**src/hdl/srp_pkg.sv**
```systemverilog
package srp_pkg;

    // Field widths of the stream items and configuration registers.
    localparam int RECT_W_BITS   = 11;
    localparam int RECT_H_BITS   = 16;
    localparam int POS_X_BITS    = 10;
    localparam int ATLAS_W_BITS  = 11;
    localparam int GAP_BITS      = 8;
    localparam int CURSOR_BITS   = 12;
    localparam int CFG_DATA_BITS = 11;
    localparam int TDATA_BITS    = 32;

    // Default number of skyline columns held on chip.
    localparam int DEF_MAX_COLUMNS = 1024;

    // Saturation limits.
    localparam logic [CURSOR_BITS-1:0] CURSOR_MAX = '1;
    localparam logic [RECT_H_BITS-1:0] HEIGHT_MAX = '1;

    // Operation codes carried in tuser.
    localparam logic OP_PLACE     = 1'b0;
    localparam logic OP_NEW_ATLAS = 1'b1;

    // Configuration register indexes.
    localparam logic CFG_ATLAS_WIDTH = 1'b0;
    localparam logic CFG_COLUMN_GAP  = 1'b1;

    // Commands from the controller to the datapath.
    typedef struct packed {
        logic start;     // latch the accepted item and set up the placement
        logic scan;      // read one skyline column
        logic rewind;    // return the column pointer to the placement start
        logic write_col; // raise one skyline column
        logic clear_col; // zero one skyline column
        logic load_out;  // move the result into the output register
    } t_cmd;

    // Status from the datapath to the controller.
    typedef struct packed {
        logic is_new;    // incoming item starts a new atlas
        logic too_wide;  // incoming rectangle is wider than the atlas
        logic zero_w;    // incoming rectangle has no columns
        logic cnt_last;  // last column of the current run
        logic addr_last; // pointer is at the last skyline column
    } t_sts;

endpackage

```
**src/hdl/srp_ctrl.sv**
```systemverilog
module srp_ctrl
    import srp_pkg::*;
(
    input  logic i_clk,
    input  logic i_rst_n,
    input  logic i_s_tvalid,
    output logic o_s_tready,
    output logic o_m_tvalid,
    input  logic i_m_tready,
    input  t_sts i_sts,
    output t_cmd o_cmd
);

    typedef enum logic [2:0] {
        ST_IDLE,
        ST_CLEAR,
        ST_SCAN,
        ST_DRAIN,
        ST_WRITE,
        ST_RESULT
    } t_state;

    t_state r_state;
    logic   r_clr_res;
    logic   r_out_vld;
    logic   accept;
    logic   out_free;

    assign o_s_tready = (r_state == ST_IDLE);
    assign accept     = i_s_tvalid && o_s_tready;
    assign out_free   = !r_out_vld || i_m_tready;
    assign o_m_tvalid = r_out_vld;

    // Commands follow the state.
    always_comb begin
        o_cmd           = '0;
        o_cmd.start     = accept;
        o_cmd.scan      = (r_state == ST_SCAN);
        o_cmd.rewind    = (r_state == ST_DRAIN);
        o_cmd.write_col = (r_state == ST_WRITE);
        o_cmd.clear_col = (r_state == ST_CLEAR);
        o_cmd.load_out  = (r_state == ST_RESULT) && out_free;
    end

    // Sequencer and output valid flag. Reset starts with a clearing pass.
    always_ff @(posedge i_clk) begin
        if (!i_rst_n) begin
            r_state   <= ST_CLEAR;
            r_clr_res <= 1'b0;
            r_out_vld <= 1'b0;
        end else begin
            if (o_cmd.load_out) begin
                r_out_vld <= 1'b1;
            end else if (i_m_tready) begin
                r_out_vld <= 1'b0;
            end
            unique case (r_state)
                ST_IDLE: begin
                    if (accept) begin
                        priority if (i_sts.is_new) begin
                            r_state   <= ST_CLEAR;
                            r_clr_res <= 1'b1;
                        end else if (i_sts.too_wide || i_sts.zero_w) begin
                            r_state <= ST_RESULT;
                        end else begin
                            r_state <= ST_SCAN;
                        end
                    end
                end
                ST_CLEAR: begin
                    if (i_sts.addr_last) begin
                        r_state <= r_clr_res ? ST_RESULT : ST_IDLE;
                    end
                end
                ST_SCAN: begin
                    if (i_sts.cnt_last) begin
                        r_state <= ST_DRAIN;
                    end
                end
                ST_DRAIN: begin
                    r_state <= ST_WRITE;
                end
                ST_WRITE: begin
                    if (i_sts.cnt_last) begin
                        r_state <= ST_RESULT;
                    end
                end
                ST_RESULT: begin
                    if (out_free) begin
                        r_state <= ST_IDLE;
                    end
                end
                default: begin
                    r_state <= ST_IDLE;
                end
            endcase
        end
    end

    // A result never overwrites one that is still waiting.
    a_no_overwrite: assert property (@(posedge i_clk) disable iff (!i_rst_n)
        o_cmd.load_out |-> (!r_out_vld || i_m_tready))
        else $error("result loaded over a waiting beat");

    // A new-atlas beat always leads into the clearing pass.
    a_new_clears: assert property (@(posedge i_clk) disable iff (!i_rst_n)
        (accept && i_sts.is_new) |=> (r_state == ST_CLEAR))
        else $error("new atlas did not start a clearing pass");

    // The output only becomes valid out of the result step.
    a_valid_from_result: assert property (@(posedge i_clk) disable iff (!i_rst_n)
        $rose(r_out_vld) |-> $past(r_state == ST_RESULT))
        else $error("output valid rose outside the result step");

    // A column run always ends with the drain step before writing.
    a_scan_then_drain: assert property (@(posedge i_clk) disable iff (!i_rst_n)
        (r_state == ST_SCAN && i_sts.cnt_last) |=> (r_state == ST_DRAIN))
        else $error("scan did not drain");

endmodule

```
**config.mk**
```make
export PLATFORM = sky130hd
export DESIGN_NAME = srp_ctrl
export DESIGN_NICKNAME = d
export VERILOG_FILES = /design/src/hdl/srp_pkg.sv /design/src/hdl/srp_ctrl.sv
export SDC_FILE = /design/constraint.sdc
export NUM_CORES = 1
export LEC_CHECK = 0
export BUFFER_PORTS_ARGS = -buffer_cell sky130_fd_sc_hd__buf_2
export CAP_MARGIN = 20
export CORE_AREA = 2 2 39 41
export DETAILED_ROUTE_END_ITERATION = 10
export DIE_AREA = 0 0 41 43
export PLACE_DENSITY = 0.65
export SLEW_MARGIN = 15
export SYNTH_ARGS = -nofsm -noshare
export SYNTH_HDL_FRONTEND = slang
export SYNTH_SLANG_ARGS = --single-unit
```
**constraint.sdc**
```tcl
create_clock -name i_clk -period 1.3 [get_ports i_clk]
set_clock_uncertainty 0.05 [all_clocks]
set_input_delay 0.065 -clock i_clk [delete_from_list [all_inputs] [get_ports i_clk]]
set_output_delay 0.065 -clock i_clk [all_outputs]
set_load 0.01 [all_outputs]
```
==> results.json, run 1 <==
{
  "cellInternalPower_uw": 640,
  "criticalPathCategory": "register to register",
  "drt-pass1-iter-count": 3,
  "synthesis.yosys.warnings": 0,
  "synth.ff_latch_count": 5,
  "largest_family_of_logic_cells_by_synthesized_area": "simple AND/OR/NAND/NOR gates",
  "count_of_input_and_output_buffers": 16,
  "cts_made_buffers": 3,
  "routed-via-count": 455,
  "routed_wl_microns": 1030,
  "synth_simple_gate_area_frac": 0.366,
  "cts.clk_slew.worst_paths_ps": 50,
  "postSynthAreaPerCell_sq_um": 7.58,
  "finalCritPeriodShare": 1.02,
  "timing.hold.worst_path_depth": 3,
  "num_antenna_cells": 0,
  "timing.critical_path.fanout_max": 4,
  "worst_hold_path_type": "input pin to register",
  "post_synthesis_instance_area_sq_um": 379,
  "fp-row-count": 14,
  "slew_headroom": 0.814,
  "ant_nets": 0,
  "muxShareOfSynthArea": 0.0264,
  "ff_to_ff_end": "r_state[1]",
  "combinational_power_share": 0.588,
  "outcome": "finished, violations left",
  "placement.cell_area_sq_um": 510,
  "initial_antenna_violation_count": 0,
  "drt_drc_violations_left": 0,
  "holdPathEnd": "r_clr_res",
  "clock_latency_ps": 250,
  "core_area_sq_mm": 0.00138,
  "powerDensity_mw_per_mm2": 1600,
  "pin_count_of_the_biggest_net_entering_global_routing": 7,
  "tritoncts": "yes",
  "source_of_the_worst_register_to_register_timing_path": "r_state[2]",
  "setup.worst_path.end_class": "register",
  "cap_violations": 0,
  "worstPathArrival_ps": 1410,
  "fp.dieH_microns": 43,
  "dp_hpwl_microns": 743,
  "report.final.slew_viol_count": 0,
  "r2r.worst_path.cells": 5,
  "place_congestion": 0.766,
  "ys_dominant_reg_cell": "dfxtp_1",
  "post-synth-top-count-cell": "nor2_1",
  "clockRootBuffer": "clkbuf_4",
  "synth_compound_gate_area_share": 0.238,
  "post_synth_num_cell_types": 25,
  "postLayoutSetupSlackWorst_ps": -19.7,
  "setup_violations": 1,
  "clock_sink_count": 5,
  "share_of_the_synthesized_area_in_the_top_cell_type": 0.264,
  "grtUsageTotal": 0.137,
  "die_area_sq_mm": 0.00176,
  "reg2reg_setup_slack_ps": -20,
  "synth_top_cell_by_area": "dfxtp_1",
  "die_span_in_x_microns": 41,
  "synth_area_leaders": "dfxtp_1 (26%), nor2_1 (8.9%), a21oi_1 (6.6%), nand2b_1 (5.0%), a32oi_2 (4.3%)",
  "power_frac_clock": 0.184,
  "average_detailed_routed_wire_length_per_instance_microns": 10.6,
  "ys_top_cells_by_count": "nor2_1 (9), a21oi_1 (5), dfxtp_1 (5)",
  "cp_data_required_time_ps": 1390,
  "initial_core_util": 0.274,
  "design.final.nets": 91,
  "post_route_cells_drive_above_1_share": 0.543,
  "worst_setup_path_start_kind": "register",
  "switching_share": 0.371,
  "count_of_pins_on_the_block_boundary": 17,
  "vias_per_cell": 4.69,
  "vdd.ir_drop.worst_uv": 817,
  "grt_pass1_vias": 414,
  "report.final.hold_viol_count": 0,
  "violations_in_the_final_reports": "setup timing",
  "switchingPower_uw": 377,
  "worst-slew-pin-transition_ps": 277,
  "mappedNetlistNets": 59,
  "drt_first_iter_violations": 5,
  "grt_setup_unrepaired": "yes",
  "post_synthesis_share_of_cell_area_spent_on_full_adders_half_adders_and_majority_gates": 0,
  "sequential_fraction_of_design_power": 0.228,
  "leakagePower_uw": 0.000322,
  "overflow": 0,
  "hp-start": "i_sts[4]",
  "crit_path_cell_trace": "buf_6 > and3b_1 > o21ai_2 > nand2_1 > o221a_2",
  "yosys.area_share.xor_xnor": 0,
  "fmaxAchievable_mhz": 758,
  "h_tree_levels": 1,
  "postSynth.asyncResetShare": 0,
  "synth_seq_area_share": 0.264,
  "crit_path_max_delay_cell_type": "dfxtp_4",
  "synth_cells": 50,
  "finalInstanceArea_sq_um": 636,
  "setup_total_negative_slack_ps": -19.7,
  "ctsLongestPathBuffers": 2,
  "max_stage_delay_ps": 350,
  "area_growth_pct": 67.7,
  "power.total_uw": 1020,
  "layoutNonFillerInstCount": 97,
  "placed_cells": 86,
  "finalWorstPathRequiredPeriod_ps": 1320,
  "wire_length_of_the_first_global_routing_pass_microns": 1600,
  "synth_enable_flop_cells": 0
}
## routing by layer
| layer | GRT usage | wire (microns) |
|---|---|---|
| met3 | 0.0681 | 63 |
| met5 | 0 | 0 |
| met2 | 0.178 | 507 |
| met4 | 0.0933 | 27 |
| met1 | 0.167 | 427 |
## how the worst max path moves through the flow
stage,start,end,cells after the start
2_1_floorplan,r_state[1],r_state[1],5
3_3_place_gp,r_state[1],r_state[1],4
3_5_place_dp,r_state[1],r_state[1],4
4_1_cts,r_state[2],r_state[1],5
5_1_grt,r_state[2],r_state[1],5
6_report,r_state[2],r_state[1],5
## placed cells by master, fill, tap and decap left out, types with 3 or more instances in the layout
| cell | synthesis | layout |
|---|---|---|
| a21oi_1 | 5 | 5 |
| buf_2 | 2 | 16 |
| buf_4 | 1 | 10 |
| buf_6 | 1 | 4 |
| clkbuf_4 | 0 | 3 |
| inv_1 | 3 | 3 |
| nor2_1 | 9 | 8 |
| nor3_1 | 3 | 3 |
## power by group through the flow
stage	Clock (uW)	Sequential [uW]	Combinational [uW]
after floorplan	0	209	281
after global placement	0	227	450
after detailed placement	0	228	449
after CTS	196	226	541
after global routing	205	235	652
final	188	232	599
## sequential cells by signal (all words and copies together) (netlist names)
signal,flops
o_m_tvalid,1
r_clr_res,1
r_state,3
## cell type report
class / instances / area (sq um)
Clock buffer: 3 / 22.5
Clock inverter: 1 / 5.00
Fill cell: 145 / 748
Inverter: 3 / 11.3
Multi-Input combinational cell: 38 / 258
Sequential cell: 5 / 109
Tap cell: 16 / 20.0
Timing Repair Buffer: 31 / 210
## metrics by stage
| stage | hold WS (ps) | worst slack, ps | util |
|---|---|---|---|
| after CTS | 32.9 | -31.7 | 0.439 |
| after global routing | 41.3 | -88.8 | 0.459 |
| after floorplan | 86.8 | 15.0 | - |
| after global placement | 231 | -5.25 | 0.369 |
| final | 38.9 | -19.7 | 0.459 |
| after detailed placement | 227 | -35.0 | 0.369 |
## worst max-delay path: cells and delay by family, from the launching register on
kind	cells	cell delay [ps]
compound gates	2	450
buf+inv	1	110
flops	1	350
simple gates	2	250
## cell families (layout without fill, tap and decap cells)
logic type,after synthesis,in the layout
muxes,1,1
and+or+nand+nor,25,25
AOI/OAI and AO/OA,12,12
DFF,5,5
buffers and inverters,7,38
## timing repair
item / CTS / global route
hold buffers: 1 / 0
hold endpoints to repair: 1 / 0
pin swaps: 6 / 5
resized for setup: 10 / 2
buffers inserted: 4 / 3
setup endpoints to repair: 7 / 5
Note: power is estimated with default switching activity, not from simulation.
==> inputs of run 2 (changes only) <==
--- a/config.mk
+++ b/config.mk
@@ -5,12 +5,13 @@
 export SDC_FILE = /design/constraint.sdc
 export NUM_CORES = 1
 export LEC_CHECK = 0
+export ABC_AREA = 1
 export BUFFER_PORTS_ARGS = -buffer_cell sky130_fd_sc_hd__buf_2
 export CAP_MARGIN = 20
 export CORE_AREA = 2 2 39 41
 export DETAILED_ROUTE_END_ITERATION = 10
 export DIE_AREA = 0 0 41 43
-export PLACE_DENSITY = 0.65
+export PLACE_DENSITY = 0.64
 export SLEW_MARGIN = 15
 export SYNTH_ARGS = -nofsm -noshare
 export SYNTH_HDL_FRONTEND = slang
==> run 2 against run 1 <==
- the flow now finishes without violations
- hold slack got worse by 15 ps
- global-route usage decreased by 3.7 points
- clock-buffer cell count grew 1
- sequential power rose by 16%
- utilization shrank 10 points
- critical path type unchanged
- largest cell class unchanged
==> results.json, run 2 <==
{
  "outcome": "completed",
  "post_synthesis_instance_area_sq_um": 364,
  "finalCritPeriodShare": 0.938,
  "core_area_sq_mm": 0.00138,
  "overflow": 0,
  "source_of_the_worst_register_to_register_timing_path": "r_state[1]",
  "synth_area_leaders": "dfxtp_1 (27%), nand2_1 (14%), inv_1 (12%), nor2_2 (10%), nor2_1 (6.2%)",
  "cap_violations": 0,
  "post_synth_num_cell_types": 15,
  "cp_data_required_time_ps": 1370,
  "share_of_the_synthesized_area_in_the_top_cell_type": 0.275,
  "postSynthAreaPerCell_sq_um": 5.87,
  "powerDensity_mw_per_mm2": 2140,
  "h_tree_levels": 1,
  "crit_path_max_delay_cell_type": "dfxtp_2",
  "criticalPathCategory": "register to register",
  "synthesis.yosys.warnings": 0,
  "fp-row-count": 14,
  "critical-path-top-cell-by-count": "nor2_2",
  "holdPathEnd": "r_state[2]",
  "count_of_pins_on_the_block_boundary": 17,
  "r2r.worst_path.cells": 8,
  "switching_share": 0.474,
  "clock_sink_count": 5,
  "worst-slew-pin-transition_ps": 238,
  "worst_setup_path_start_kind": "register",
  "drt_first_iter_violations": 9,
  "place_congestion": 0.818,
  "largest_register_ff_count": 3,
  "wire_length_of_the_first_global_routing_pass_microns": 1190,
  "report.final.hold_viol_count": 0,
  "dp_hpwl_microns": 649,
  "synth_seq_area_share": 0.275,
  "fillCellCount": 158,
  "design.final.nets": 91,
  "initial_core_util": 0.263,
  "ys_top_cells_by_count": "nand2_1 (14), inv_1 (12), nor2_1 (6), nor2_2 (6), dfxtp_1 (5)",
  "vias_per_cell": 4.04,
  "synth_enable_flop_cells": 0,
  "fp.dieH_microns": 43,
  "max_stage_delay_ps": 340,
  "num_antenna_cells": 0,
  "synth.ff_latch_count": 5,
  "ant_nets": 0,
  "ff_to_ff_end": "r_state[0]",
  "setup_violations": 0,
  "cellInternalPower_uw": 557,
  "postSynth.asyncResetShare": 0,
  "grtUsageTotal": 0.0995,
  "die_span_in_x_microns": 41,
  "ys_dominant_reg_cell": "dfxtp_1",
  "critPathBufInv": 1,
  "cts_made_buffers": 3,
  "area_growth_pct": 35.7,
  "routed_wl_microns": 838,
  "clock_latency_ps": 250,
  "worst_path_dominant_cell_family": "simple AND/OR/NAND/NOR gates",
  "initial_antenna_violation_count": 0,
  "fmaxAchievable_mhz": 820,
  "drt_drc_violations_left": 0,
  "grt_setup_unrepaired": "yes",
  "cts.clk_slew.worst_paths_ps": 40,
  "worst_hold_path_type": "input pin to register",
  "setup_total_negative_slack_ps": 0,
  "leakagePower_uw": 0.000294,
  "power.total_uw": 1060,
  "synth_top_cell_by_area": "dfxtp_1",
  "die_area_sq_mm": 0.00176,
  "hp-start": "i_rst_n",
  "postCtsSetupBuffers": 0,
  "ctsResizeCount": 0,
  "vdd.ir_drop.worst_uv": 663,
  "setup.worst_path.end_class": "register",
  "drt-pass1-iter-count": 4,
  "slew_headroom": 0.840,
  "switchingPower_uw": 502,
  "timing.critical_path.fanout_max": 5,
  "crit_path_cell_trace": "nor2_2 > nand2_2 > nor2_2 > nor2_2 > nand3_2 > inv_1 > nand2_1 > nand2_1",
  "pin_count_of_the_biggest_net_entering_global_routing": 7,
  "sequential_fraction_of_design_power": 0.254,
  "power_frac_clock": 0.173,
  "routed-via-count": 392,
  "average_detailed_routed_wire_length_per_instance_microns": 8.64,
  "combinational_power_share": 0.573,
  "post-synth-top-count-cell": "nand2_1",
  "reg2reg_setup_slack_ps": 80,
  "post_route_cells_drive_above_1_share": 0.444,
  "report.final.slew_viol_count": 0,
  "clockRootBuffer": "clkbuf_4",
  "ctsLongestPathBuffers": 2,
  "grt_pass1_vias": 335,
  "layout_common_cells": "buf_2 (16), nand2_1 (14), inv_1 (12)",
  "finalWorstPathRequiredPeriod_ps": 1220,
  "cts_hold_buffers": 0,
  "mostFrequentLayoutCell": "buf_2",
  "synth_cells": 62,
  "registers.top_by_ff_count": "r_state",
  "timing.hold.worst_path_depth": 3,
  "worstPathArrival_ps": 1290,
  "count_of_input_and_output_buffers": 16,
  "mappedNetlistNets": 71,
  "tritoncts": "yes"
}
run 2: worst min-delay path: stages:
cell,delay [ps]
buf_2,110
nand2_1,70
nor2_2,30
run 2: final cells by class:
| type | count | area (sq um) | area share |
|---|---|---|---|
| Clock buffer | 4 | 26.3 | 0.0532 |
| Inverter | 14 | 52.6 | 0.106 |
| Multi-Input combinational cell | 42 | 211 | 0.428 |
| Sequential cell | 5 | 104 | 0.210 |
| Tap cell | 16 | 20.0 | 0.0405 |
| Timing Repair Buffer | 16 | 80.1 | 0.162 |
run 2: how the worst max path moves through the flow:
| stage | from | endpoint | slack [ps] | cells past startpoint |
|---|---|---|---|---|
| after global routing | r_state[1] | r_state[0] | -20 | 8 |
| after global placement | r_state[1] | r_state[0] | 80 | 8 |
| after CTS | r_state[1] | o_cmd[5] | 20 | 4 |
| after floorplan | r_state[1] | r_state[1] | 170 | 8 |
| after detailed placement | r_state[1] | r_state[1] | 60 | 8 |
| final | r_state[1] | r_state[0] | 80 | 8 |
run 2: per-stage QoR:
| step | worst slack, ps | hold WS, ps | utilization | instance area (sq um) | instances |
|---|---|---|---|---|---|
| 3_3_place_gp | 79.4 | 276 | 0.330 | 457 | 93 |
| 6_report | 81.0 | 23.9 | 0.357 | 494 | 97 |
| 3_5_place_dp | 59.8 | 275 | 0.330 | 457 | 93 |
| 2_1_floorplan | 165 | 150 | - | 364 | 62 |
| 4_1_cts | 23.8 | 18.9 | 0.349 | 483 | 97 |
| 5_1_grt | -24.3 | 32.1 | 0.357 | 494 | 97 |
run 2: power by group through the flow:
stage / sequential [uW] / combinational [uW] / clock, uW
after global routing: 280 / 689 / 198
after floorplan: 253 / 431 / 0
after detailed placement: 259 / 569 / 0
after global placement: 259 / 570 / 0
final: 270 / 607 / 183
after CTS: 256 / 576 / 191
run 2: cell families (layout without fill, tap and decap cells):
group | after synthesis | count (layout) | synth area share
buffers and inverters | 15 | 34 | 0.165
and+or+nand+nor | 37 | 37 | 0.491
AOI/OAI and AO/OA | 5 | 5 | 0.0687
DFF | 5 | 5 | 0.275
run 2: routing by layer:
layer | GRT usage | wire [microns] | share of wire
met5 | 0 | 0 | 0
met4 | 0.0600 | 0 | 0
met3 | 0.0314 | 56 | 0.067
met2 | 0.150 | 406 | 0.48
met1 | 0.116 | 375 | 0.45
